### src/design/gepd_pkg.sv
`timescale 1ns / 1ps

package gepd_pkg;

  localparam int SYMBOL_COUNT = 48;
  localparam int GRAY_BITS    = 6;
  localparam int SAMPLE_W     = 10;
  localparam int OFFSET_W     = 6;
  localparam int POS_W        = 7;
  localparam int CFG_IDX_W    = 3;
  localparam int CFG_DATA_W   = 10;
  localparam int OFFSET_VALS  = 2 ** OFFSET_W;

  localparam logic [SAMPLE_W-1:0] THRESHOLD_RESET = SAMPLE_W'(512);
  localparam logic [POS_W-1:0]    POS_UNKNOWN     = POS_W'(SYMBOL_COUNT);

  // register indexes of the configuration port
  localparam logic [CFG_IDX_W-1:0] REG_THRESHOLD_0     = 3'd0;
  localparam logic [CFG_IDX_W-1:0] REG_THRESHOLD_5     = 3'd5;
  localparam logic [CFG_IDX_W-1:0] REG_POSITION_OFFSET = 3'd6;

  typedef struct packed {
    logic [SAMPLE_W-1:0] sample_5;
    logic [SAMPLE_W-1:0] sample_4;
    logic [SAMPLE_W-1:0] sample_3;
    logic [SAMPLE_W-1:0] sample_2;
    logic [SAMPLE_W-1:0] sample_1;
    logic [SAMPLE_W-1:0] sample_0;
  } gepd_in_t;

  typedef struct packed {
    logic [POS_W-1:0] position;
    logic             reading_valid;
    logic             position_accepted;
  } gepd_out_t;

  // offset reduced modulo the symbol count, built at elaboration
  typedef logic [OFFSET_W-1:0] offset_tab_t [OFFSET_VALS];

  function automatic offset_tab_t build_offset_tab();
    offset_tab_t t;
    for (int i = 0; i < OFFSET_VALS; i++) begin
      t[i] = OFFSET_W'(i % SYMBOL_COUNT);
    end
    return t;
  endfunction

  localparam offset_tab_t OFFSET_MOD_TAB = build_offset_tab();

endpackage

### src/design/gepd_lane.sv
`timescale 1ns / 1ps

module gepd_lane
  import gepd_pkg::*;
(
  input  logic                clk_i,
  input  logic                load_i,
  input  logic [SAMPLE_W-1:0] sample_i,
  input  logic [SAMPLE_W-1:0] threshold_i,
  output logic                bit_o
);

  logic bit_d;
  logic bit_q;

  // dark sample sets the gray bit, equal or brighter clears it
  assign bit_d = (sample_i < threshold_i);

  always_ff @(posedge clk_i) begin
    if (load_i) begin
      bit_q <= bit_d;
    end
  end

  assign bit_o = bit_q;

endmodule

### src/design/gepd_merge.sv
`timescale 1ns / 1ps

module gepd_merge
  import gepd_pkg::*;
(
  input  logic                 clk_i,
  input  logic                 rst_ni,
  input  logic                 gray_valid_i,
  input  logic [GRAY_BITS-1:0] gray_i,
  input  logic [OFFSET_W-1:0]  offset_i,
  output logic                 gray_ready_o,
  output logic                 out_valid_o,
  input  logic                 out_stall_i,
  output gepd_out_t            out_data_o
);

  logic [GRAY_BITS-1:0] bin;
  logic                 in_range;
  logic [POS_W-1:0]     cand_raw;
  logic [POS_W-1:0]     cand_sum;
  logic [POS_W-1:0]     cand;
  logic [POS_W-1:0]     cand_next;
  logic                 backspin;
  logic                 accept;
  logic                 take;
  logic                 out_ready;

  logic                 out_valid_q;
  gepd_out_t            out_data_q;
  gepd_out_t            out_data_d;
  logic [POS_W-1:0]     last_pos_q;
  logic [POS_W-1:0]     last_pos_d;

  // gray to binary: each bit is the parity of itself and all bits above
  always_comb begin
    for (int i = 0; i < GRAY_BITS; i++) begin
      bin[i] = ^(gray_i >> i);
    end
  end

  always_comb begin
    in_range  = ({1'b0, bin} < POS_UNKNOWN);
    cand_raw  = POS_W'(SYMBOL_COUNT - 1) - {1'b0, bin};
    cand_sum  = POS_W'(cand_raw[OFFSET_W-1:0]) + POS_W'(offset_i);
    cand      = (cand_sum >= POS_UNKNOWN) ? cand_sum - POS_UNKNOWN : cand_sum;
    cand_next = cand + POS_W'(1);
    if (cand_next == POS_UNKNOWN) begin
      cand_next = '0;
    end
    backspin  = (cand_next == last_pos_q);
    accept    = in_range && !backspin;
  end

  assign out_ready    = !out_valid_q || !out_stall_i;
  assign take         = gray_valid_i && out_ready;
  assign gray_ready_o = out_ready;

  always_comb begin
    last_pos_d                   = accept ? cand : last_pos_q;
    out_data_d.position          = last_pos_d;
    out_data_d.reading_valid     = in_range;
    out_data_d.position_accepted = accept;
  end

  always_ff @(posedge clk_i or negedge rst_ni) begin
    if (!rst_ni) begin
      out_valid_q <= 1'b0;
      last_pos_q  <= POS_UNKNOWN;
    end else if (take) begin
      out_valid_q <= 1'b1;
      last_pos_q  <= last_pos_d;
    end else if (out_ready) begin
      out_valid_q <= 1'b0;
    end
  end

  always_ff @(posedge clk_i) begin
    if (take) begin
      out_data_q <= out_data_d;
    end
  end

  assign out_valid_o = out_valid_q;
  assign out_data_o  = out_data_q;

endmodule

### src/design/gray_encoder_position_decoder.sv
`timescale 1ns / 1ps

// absolute position decoder for a 6-bit gray-coded encoder wheel
// input channel: in_valid_i / in_stall_o / in_data_i, one transaction holds
//   six reflectance samples, one per gray bit, in sensor order
// output channel: out_valid_o / out_stall_i / out_data_o, exactly one
//   transaction per input: accepted position, reading valid, accepted flag
// config channel: cfg_valid_i / cfg_ready_o with cfg_index_i, cfg_data_i;
//   indexes 0..5 are the per-bit thresholds, 6 the position offset, 7 is
//   ignored; ready is always high, write only while the block is idle
// pipeline: out_valid_o rises once an accepted input has passed the lane
//   compare register, then the merge and output register
// throughput: one transaction per cycle unless the output stalls; the only
//   loop is the single last-position register, updated in the merge stage
// reset: thresholds go to 512, offset to 0, position to the symbol count
//   (unknown) and both pipeline stages empty
// stall: a stalled output holds its data; the compare stage keeps taking
//   one more transaction, then in_stall_o rises until the output drains

module gray_encoder_position_decoder
  import gepd_pkg::*;
(
  input  logic                  clk_i,
  input  logic                  rst_ni,
  input  logic                  in_valid_i,
  output logic                  in_stall_o,
  input  gepd_in_t              in_data_i,
  output logic                  out_valid_o,
  input  logic                  out_stall_i,
  output gepd_out_t             out_data_o,
  input  logic                  cfg_valid_i,
  output logic                  cfg_ready_o,
  input  logic [CFG_IDX_W-1:0]  cfg_index_i,
  input  logic [CFG_DATA_W-1:0] cfg_data_i
);

  logic [SAMPLE_W-1:0]  threshold_q [GRAY_BITS];
  logic [OFFSET_W-1:0]  offset_q;
  logic [SAMPLE_W-1:0]  samples     [GRAY_BITS];
  logic [GRAY_BITS-1:0] gray;
  logic                 cfg_we;
  logic                 s1_valid_q;
  logic                 s1_ready;
  logic                 s1_advance;
  logic                 in_take;

  // configuration registers, always ready
  assign cfg_ready_o = 1'b1;
  assign cfg_we      = cfg_valid_i;

  always_ff @(posedge clk_i or negedge rst_ni) begin
    if (!rst_ni) begin
      for (int i = 0; i < GRAY_BITS; i++) begin
        threshold_q[i] <= THRESHOLD_RESET;
      end
      offset_q <= '0;
    end else if (cfg_we) begin
      for (int i = 0; i < GRAY_BITS; i++) begin
        if (cfg_index_i == REG_THRESHOLD_0 + CFG_IDX_W'(i)) begin
          threshold_q[i] <= cfg_data_i[SAMPLE_W-1:0];
        end
      end
      // offset is stored already reduced modulo the symbol count
      if (cfg_index_i == REG_POSITION_OFFSET) begin
        offset_q <= OFFSET_MOD_TAB[cfg_data_i[OFFSET_W-1:0]];
      end
    end
  end

  // unpack the samples into lane order
  assign samples[0] = in_data_i.sample_0;
  assign samples[1] = in_data_i.sample_1;
  assign samples[2] = in_data_i.sample_2;
  assign samples[3] = in_data_i.sample_3;
  assign samples[4] = in_data_i.sample_4;
  assign samples[5] = in_data_i.sample_5;

  // stage 1 moves when empty or when the merge stage takes its transaction
  assign s1_advance = !s1_valid_q || s1_ready;
  assign in_stall_o = !s1_advance;
  assign in_take    = in_valid_i && s1_advance;

  always_ff @(posedge clk_i or negedge rst_ni) begin
    if (!rst_ni) begin
      s1_valid_q <= 1'b0;
    end else if (s1_advance) begin
      s1_valid_q <= in_valid_i;
    end
  end

  // one threshold compare lane per gray bit
  for (genvar g = 0; g < GRAY_BITS; g++) begin : g_lane
    gepd_lane u_lane (
      .clk_i       (clk_i),
      .load_i      (in_take),
      .sample_i    (samples[g]),
      .threshold_i (threshold_q[g]),
      .bit_o       (gray[g])
    );
  end

  // lanes merge into the gray word, decoded against the last position
  gepd_merge u_merge (
    .clk_i        (clk_i),
    .rst_ni       (rst_ni),
    .gray_valid_i (s1_valid_q),
    .gray_i       (gray),
    .offset_i     (offset_q),
    .gray_ready_o (s1_ready),
    .out_valid_o  (out_valid_o),
    .out_stall_i  (out_stall_i),
    .out_data_o   (out_data_o)
  );

endmodule

### config.mk
export PLATFORM = sky130hd
export DESIGN_NAME = gray_encoder_position_decoder
export DESIGN_NICKNAME = d
export VERILOG_FILES = /design/src/design/gepd_pkg.sv /design/src/design/gepd_lane.sv /design/src/design/gepd_merge.sv /design/src/design/gray_encoder_position_decoder.sv
export SDC_FILE = /design/constraint.sdc
export NUM_CORES = 1
export LEC_CHECK = 0
export BUFFER_PORTS_ARGS = -buffer_cell sky130_fd_sc_hd__buf_2
export CAP_MARGIN = 20
export CORE_MARGIN = 3
export CORE_UTILIZATION = 40
export CTS_CLUSTER_DIAMETER = 80
export DETAILED_ROUTE_END_ITERATION = 8
export GPL_ROUTABILITY_DRIVEN = 0
export PLACE_DENSITY_LB_ADDON = 0.3
export RECOVER_POWER = 50
export SETUP_SLACK_MARGIN = 0.5
export SLEW_MARGIN = 0
export SYNTH_ARGS = -nofsm -noshare
export SYNTH_HDL_FRONTEND = slang
export SYNTH_SLANG_ARGS = --single-unit
### constraint.sdc
create_clock -name clk_i -period 11.9 [get_ports clk_i]
set_input_delay 2.38 -clock clk_i [delete_from_list [all_inputs] [get_ports clk_i]]
set_output_delay 2.38 -clock clk_i [all_outputs]
set_load 0.05 [all_outputs]
# Yosys cells after proc, flatten, opt, wreduce, memory -nomap -nowiden
# Memories as Yosys holds them, arrays and structs flattened. A register that Yosys moved wholly into a read port is not among the register bits.
# Index checks and enable logic that the tools add are counted.
[classes]
add_sub_neg = 4
mul = 0
div = 0
magnitude_cmp = 8
eq_ne = 8
shift = 0
muxes = 5
bitwise_logic = 1
reduce_logical = 26
[op_table]
columns = ["op", "n"]
rows = [
  ["$lt A10 B10 Y1", 6],
  ["$reduce_xor A6 Y1", 6],
  ["$mux W7", 3],
  ["$reduce_and A2 Y1", 7],
  ["$eq A3 B3 Y1 const B", 3],
  ["$add A6 B6 Y7", 1],
  ["$add A7 B1 Y7 const B", 1],
  ["$eq A7 B6 Y1 const B", 1],
  ["$eq A7 B7 Y1", 1],
  ["$ge A7 B6 Y1 const B", 1],
  ["$not A6 Y7", 1],
  ["$sub A7 B6 Y7 const B", 1],
  ["$eq A3 B2 Y1 const B", 2],
  ["$logic_not A1 Y1", 6],
  ["$lt A6 B6 Y1 const B", 1],
  ["$sub A6 B6 Y6 const A", 1],
  ["$eq A3 B1 Y1 const B", 1],
  ["$logic_and A1 B1 Y1", 3],
  ["$logic_not A3 Y1", 1],
  ["$logic_or A1 B1 Y1", 2],
  ["$mux W1", 2],
  ["$reduce_bool A2 Y1", 1],
]
[word_totals]
register_bits = 84
latch_bits = 0
ram_bits = 0
rom_bits = 384
input_bits = 78
output_inout_bits = 12
n_memories = 1
[mem_list]
columns = ["name", "words", "width", "rd", "rd_ports_with_merged_regs", "wr", "line_no", "rtl"]
rows = [
  ["(name not given)", 64, 6, 1, 1, 0, "gray_encoder_position_decoder.sv:65", "offset_q <= OFFSET_MOD_TAB[cfg_data_i[OFFSET_W-1:0]];"],
]

# Depth between registers and ports, before layout
# Gate-level depths: netlist of run 1.
[logic_depth]
depth_word = 12
mapped_depth = 21
mapped_depth_nobuf = 20

# Hierarchy
# Synthesis of run 1 repeated with hierarchy kept, for this count alone.
[unflattened]
cells_unflattened = 511
area_unflattened_um2 = 5890.6
[modules_own_cells]
columns = ["mod", "instances", "cells_per_inst", "area_each_um2", "seq_area_each_um2"]
rows = [
  ["gray_encoder_position_decoder", 1, 154, 2716.4, 1684.1],
  ["gepd_lane", 6, 33, 265.3, 30.0],
  ["gepd_merge", 1, 159, 1582.8, 473.0],
]

# Least setup slack after synthesis of run 1
# Ideal clock, no wire load.
[synth_path]
path_type = "input -> output"
from = "input out_stall_i"
to = "output in_stall_o"
arrival_ns = 2.803
required_time_ns = 9.520
slack_ns = 6.717
path_stages = 2
n_path_buf = 0
path_cell_list = "nand3_1 > inv_1"
[synth_via]
elab_chain_cells = 4
[synth_rtl]
columns = ["element", "line_no", "rtl"]
rows = [
  ["start: declaration", "gray_encoder_position_decoder.sv:29", "input logic out_stall_i,"],
  ["$logic_not A1 Y1", "gepd_merge.sv:54", "assign out_ready = !out_valid_q || !out_stall_i;"],
  ["$logic_or A1 B1 Y1", "gepd_merge.sv:54", ""],
  ["$logic_or A1 B1 Y1", "gray_encoder_position_decoder.sv:79", "assign s1_advance = !s1_valid_q || s1_ready;"],
  ["$logic_not A1 Y1", "gray_encoder_position_decoder.sv:80", "assign in_stall_o = !s1_advance;"],
  ["end: declaration", "gray_encoder_position_decoder.sv:26", "output logic in_stall_o,"],
]
# Every way passes these cells.

==> results.toml, run 1 <==
[sta]
tns_ns = 0
final-setup-viol-count = 0
fmax_mhz = 175
layout_setup_ws_ns = 6.18
min_period_ns = 5.72
clock_skew_ns = 0.00384
holdWs_ns = 0.495
grt_setup_unrepaired = "false"
period_share_pct = 48.1
tightest_slew_ns = 4.01
finalMaxSlewViolations = 76
max-slew-margin-rel_pct = -168
finalHoldViolations = 0

[clock_tree]
path_clk_slew_ns = 0.06
clockBufferDepth = 2
cts_max_level = 3
cts_buffers = 9
cts_tree = "yes"
clock-sinks = 90
post_cts_buffers = 0
cts-resized-gates = 0
cts-hold-fix-buffers = 0
cts-root-buf = "clkbuf_16"
clock_latency_ns = 0.33

[finish]
mostFrequentLayoutCells = "buf_2 (85), dfrtp_1 (67), ha_1 (66)"
fin_area_mm2 = 0.00650
diodes = 0
drive_above_1_share_pct = 24.6
area_growth_pct = 16.3
fin_nets = 773
mostFrequentLayoutCell = "buf_2"
fill_cells = 1283
finish.utilization_pct = 48.3

[placement]
placed_cell_area_mm2 = 0.00624
placement.io_buffers = 88
detailed_place_hpwl_mm = 9.10
pre_cts_slack_ns = 6.62

[logic_synthesis]
ys_warn_count = 0
synthCells = 537
synth_area_mm2 = 0.00559
synth.distinct_cells = 59
synthArstFlopShare_pct = 83.3
synth_flop_cell = "dfrtp_1"
postSynthNetCount = 682
ys_ff_latch = 90
yosysSeqAreaShare_pct = 41.8
synth_area_per_cell_um2 = 10.4
synth_edf_count = 15

[power]
p_int_uw = 908
power_frac_clock_pct = 16.7
p_switching_uw = 650
p_per_area_mw_per_mm2 = 240
p_comb_share_pct = 54.6
netSwitchingFraction_pct = 41.7
leakage_uw = 0.00317
irDropWorstVdd_v = 0.000116
seq_power_share_pct = 28.7

[worst_setup_path]
cp-start-kind = "primary input"
cpMaxStageDelayCell = "clkbuf_1"
ff2ff_setup_slack_ns = 6.54
cp.buffers_inverters = 1
worstPathCellList = "clkbuf_1"
max_stage_delay_ns = 2.76
critPathKind = "primary input to asynchronous set/reset pin"
cp.arrival_ns = 5.23
cp_max_fo = 75
cp.required_ns = 11.41
critPathCaptureType = "asynchronous set/reset pin"
crit_family = "buffers and inverters"

[status]
status = "finished with violations"
violations = "capacitance limit, slew limit"

[job]
cap_violations = 1

[detailed_routing]
wl_per_cell_um = 14.8
vias = 4107
route.detailed.drc = 0
drt_wl_total_mm = 12.0
firstDrtPassIters = 4
drtIter0Drc = 142
ant_nets = 0
viasPerCell = 5.08

[grt]
antenna_found_initial = 0
busiest_layer = "met2"
use_met3_pct = 4.42
grt_pass1_vias = 4114
grt_pass1_wl_mm = 19.8
met2_usage_pct = 25.9
gr-total-overflow = 0
grt_max_degree = 76
grt_use_total_pct = 15.7
use_met1_pct = 20.2

[floorplan]
start_util_pct = 41.6
dieHeight_um = 124
fp.coreArea_mm2 = 0.0135
die_x_um = 124
io_pins = 90
die-area_mm2 = 0.0154
rows = 42

[worst_hold_path]
hp-class = "flop to flop"
layout make-up:
type,instances,area (um^2),area share [%]
inverter,67,251,3.87
multi-input combinational,370,2970,45.7
sequential,90,2340,36.0
timing repair buffer,90,452,6.95
clock inverter,3,16.3,0.250
tap,176,220,3.39
clock buffer,13,250,3.85
metrics by stage:
stage / cells / power, uW
floorplan: 537 / 1130
global route: 809 / 1680
detailed placement: 793 / 1300
global placement: 793 / 1270
CTS: 809 / 1560
finish: 809 / 1560
worst paths after layout:
check | startpoint | end | cells past startpoint
worst min-delay path | s1_valid_q | u_merge.out_valid_o | 1
min in group asynchronous | rst_ni | threshold_q[58] | 1
max in group clk_i | g_lane[5].u_lane.bit_o | u_merge.out_data_o[6] | 19
worst max-delay path | rst_ni | threshold_q[7] | 1
worst max register to register | g_lane[5].u_lane.bit_o | u_merge.out_data_o[6] | 19
worst min register to register | s1_valid_q | u_merge.out_valid_o | 1
registers in the layout, summed over array words and instances, names as in the netlist:
register,count
threshold_q,60
s1_valid_q,1
u_merge.out_valid_o,1
u_merge.last_pos_q,7
u_merge.out_data_o,9
offset_q,6
g_lane.u_lane.bit_o,6
metal layers:
metal  vias to the layer above  wire, um
met1                      1942      5450
li1                       2044         -
met5                         -         0
met3                        19       602
met4                         0       188
met2                       102      5780
power groups by stage:
stage	registers, uW	clock network [uW]	logic [uW]
2_1_floorplan	492	0	636
3_3_place_gp	449	0	820
3_5_place_dp	453	0	845
4_1_cts	448	268	849
5_1_grt	456	282	942
6_report	447	260	851
cells by family (layout without fill, tap and decap cells):
family / Yosys count / after routing / synth area share [%]
AOI/OAI and AO/OA: 127 / 127 / 15.9
xor gates and xnor gates: 19 / 19 / 3.45
buffers and inverters: 77 / 173 / 5.26
muxes: 41 / 41 / 8.26
other: 1 / 1 / 0.0671
DFF: 90 / 90 / 41.8
and+or+nand+nor: 115 / 115 / 10.1
adders and majority gates: 67 / 67 / 15.1
synthesized netlist by cell type, types with 8 or more instances:
| cell type | count | area (um^2) |
|---|---|---|
| dfrtp_1 | 67 | 1680 |
| ha_1 | 66 | 826 |
| inv_1 | 65 | 244 |
| nand2_1 | 58 | 218 |
| o21ai_0 | 43 | 215 |
| a21o_1 | 37 | 278 |
| mux2_2 | 28 | 315 |
| a21oi_1 | 18 | 90.1 |
| edfxtp_1 | 15 | 450 |
| mux2_1 | 13 | 146 |
| nand2b_1 | 12 | 75.1 |
| xnor2_1 | 11 | 96.3 |
| nand3_1 | 9 | 45.0 |
| clkbuf_1 | 8 | 30.0 |
| dfstp_2 | 8 | 210 |
| o21a_1 | 8 | 60.1 |
(Power assumes the default switching activity.)
==> run 2, diff against run 1 <==
==> constraint.sdc (replaced) <==
create_clock -name clk_i -period 5.8 [get_ports clk_i]
set_input_delay 1.16 -clock clk_i [delete_from_list [all_inputs] [get_ports clk_i]]
set_output_delay 1.16 -clock clk_i [all_outputs]
set_load 0.05 [all_outputs]
==> results.toml, run 2 (synthesis gave the netlist of run 1 again) <==
[worst_setup_path]
cp_max_fo = 7
cp.arrival_ns = 5.13
cp.required_ns = 5.88
reg2regPathDepth = 19
critPathKind = "flop to flop"
ff2ff_setup_slack_ns = 0.75
critPathCaptureType = "flop"
cp-start-kind = "flop"

[finish]
fin_nets = 775
largest_reg_flops = 60
diodes = 0
mostFrequentLayoutCells = "buf_2 (85), dfrtp_1 (67), inv_1 (65), ha_1 (65), nand2_1 (58)"
area_growth_pct = 18.0
largest_register = "threshold_q"
mostFrequentLayoutCell = "buf_2"
drive_above_1_share_pct = 26.1
fill_cells = 1289
final_cells = 811

[floorplan]
dieHeight_um = 124
rows = 42
io_pins = 90
die-area_mm2 = 0.0154
start_util_pct = 41.6
die_x_um = 124
fp.coreArea_mm2 = 0.0135

[grt]
gr-total-overflow = 0
grt_pass1_vias = 4276
grt_max_degree = 76
antenna_found_initial = 0
grt_use_total_pct = 16.2
grt_pass1_wl_mm = 20.6

[placement]
placement.io_buffers = 88
detailed_place_hpwl_mm = 9.18
dp.cells = 793

[worst_hold_path]
hp-class = "flop to flop"
min_path_cells = 1

[sta]
fmax_mhz = 198
tightest_slew_ns = 4.07
finalHoldViolations = 0
clock_skew_ns = 0.00477
max-slew-margin-rel_pct = -171
min_period_ns = 5.05
final-setup-viol-count = 0
finalMaxSlewViolations = 76
period_share_pct = 87.0
tns_ns = 0
grt_setup_unrepaired = "false"

[power]
p_per_area_mw_per_mm2 = 505
irDropWorstVdd_v = 0.000223
leakage_uw = 0.00320

[clock_tree]
clock_latency_ns = 0.33
path_clk_slew_ns = 0.06
clock-sinks = 90
cts-root-buf = "clkbuf_16"
cts_max_level = 3
cts_buffers = 9
cts_tree = "yes"
clockBufferDepth = 2
cts-hold-fix-buffers = 0

[detailed_routing]
drt_wl_total_mm = 11.9
vias = 4075
ant_nets = 0
wl_per_cell_um = 14.7
drtIter0Drc = 112
firstDrtPassIters = 4
route.detailed.drc = 0
viasPerCell = 5.02

[job]
cap_violations = 1

[status]
status = "finished with violations"
violations = "capacitance limit, slew limit"
## run 2: cell count changes in the layout (fill, tap and decap cells not counted), sizes merged
cell,before,now
clkinv,2,1
bufinv,0,1
buf,87,89
## run 2: final timing paths
path | to | startpoint
max | u_merge.out_data_o[4] | g_lane[5].u_lane.bit_o
min | u_merge.out_valid_o | s1_valid_q
max reg2reg | u_merge.out_data_o[4] | g_lane[5].u_lane.bit_o
min reg2reg | u_merge.out_valid_o | s1_valid_q
max in group asynchronous | offset_q[4] | rst_ni
min in group asynchronous | threshold_q[58] | rst_ni
## run 2: critical path, stage by stage (launching register included)
cell and delay [ns]:
edfxtp_1 0.42, ha_1 0.35, xor2_1 0.18, xnor2_1 0.13, ha_2 0.21, fa_2 0.38, nand3_1 0.15, and3_4 0.21
or2_4 0.15, inv_1 0.11, ha_1 0.22, ha_1 0.20, nand3_1 0.13, a21oi_2 0.08, o221a_1 0.30, or4_1 0.53
o211a_4 0.28, xnor2_4 0.15, a31oi_4 0.26, mux2_1 0.36
## run 2: area by class of cell
class,count,area (um^2),area share [%]
Clock buffer,13,282,4.27
Clock inverter,3,43.8,0.664
Sequential cell,90,2340,35.4
Tap cell,176,220,3.34
Timing Repair Buffer,92,467,7.07
Inverter,67,251,3.81
Multi-Input combinational cell,370,3000,45.4
## run 2: per-stage QoR
step                cell area (um^2)  hold slack (ns)  utilization [%]  setup WS [ns]  total power (uW)
global route                    6600            0.526             49.0          0.432              3600
CTS                             6580            0.488             48.9          0.594              3320
floorplan                       5590            0.449                -          0.902              2310
global placement                6240            0.461             46.4          0.747              2610
finish                          6600            0.486             49.0          0.751              3330
detailed placement              6240            0.474             46.4          0.541              2670
## run 2: what timing repair did
item / 4_1_cts / 5_1_grt
buffers inserted: 0 / 2
pin swaps: 1 / 3
setup endpoints to repair: 6 / 13
gates resized for setup: 2 / 4
## run 2: power breakdown
group / switching (uW) / internal (uW) / total [uW]
Sequential: 73.5 / 840 / 913
Combinational: 1050 / 752 / 1800
Clock: 238 / 385 / 623
Total: 1360 / 1980 / 3330
## run 2: routing by layer
metal	global-route usage (%)	routed length [um]	vias to the layer above
met5	0	0	-
met4	4.26	122	0
met3	3.52	484	12
met2	27.1	5730	67
met1	21.2	5590	1943
li1	-	-	2053
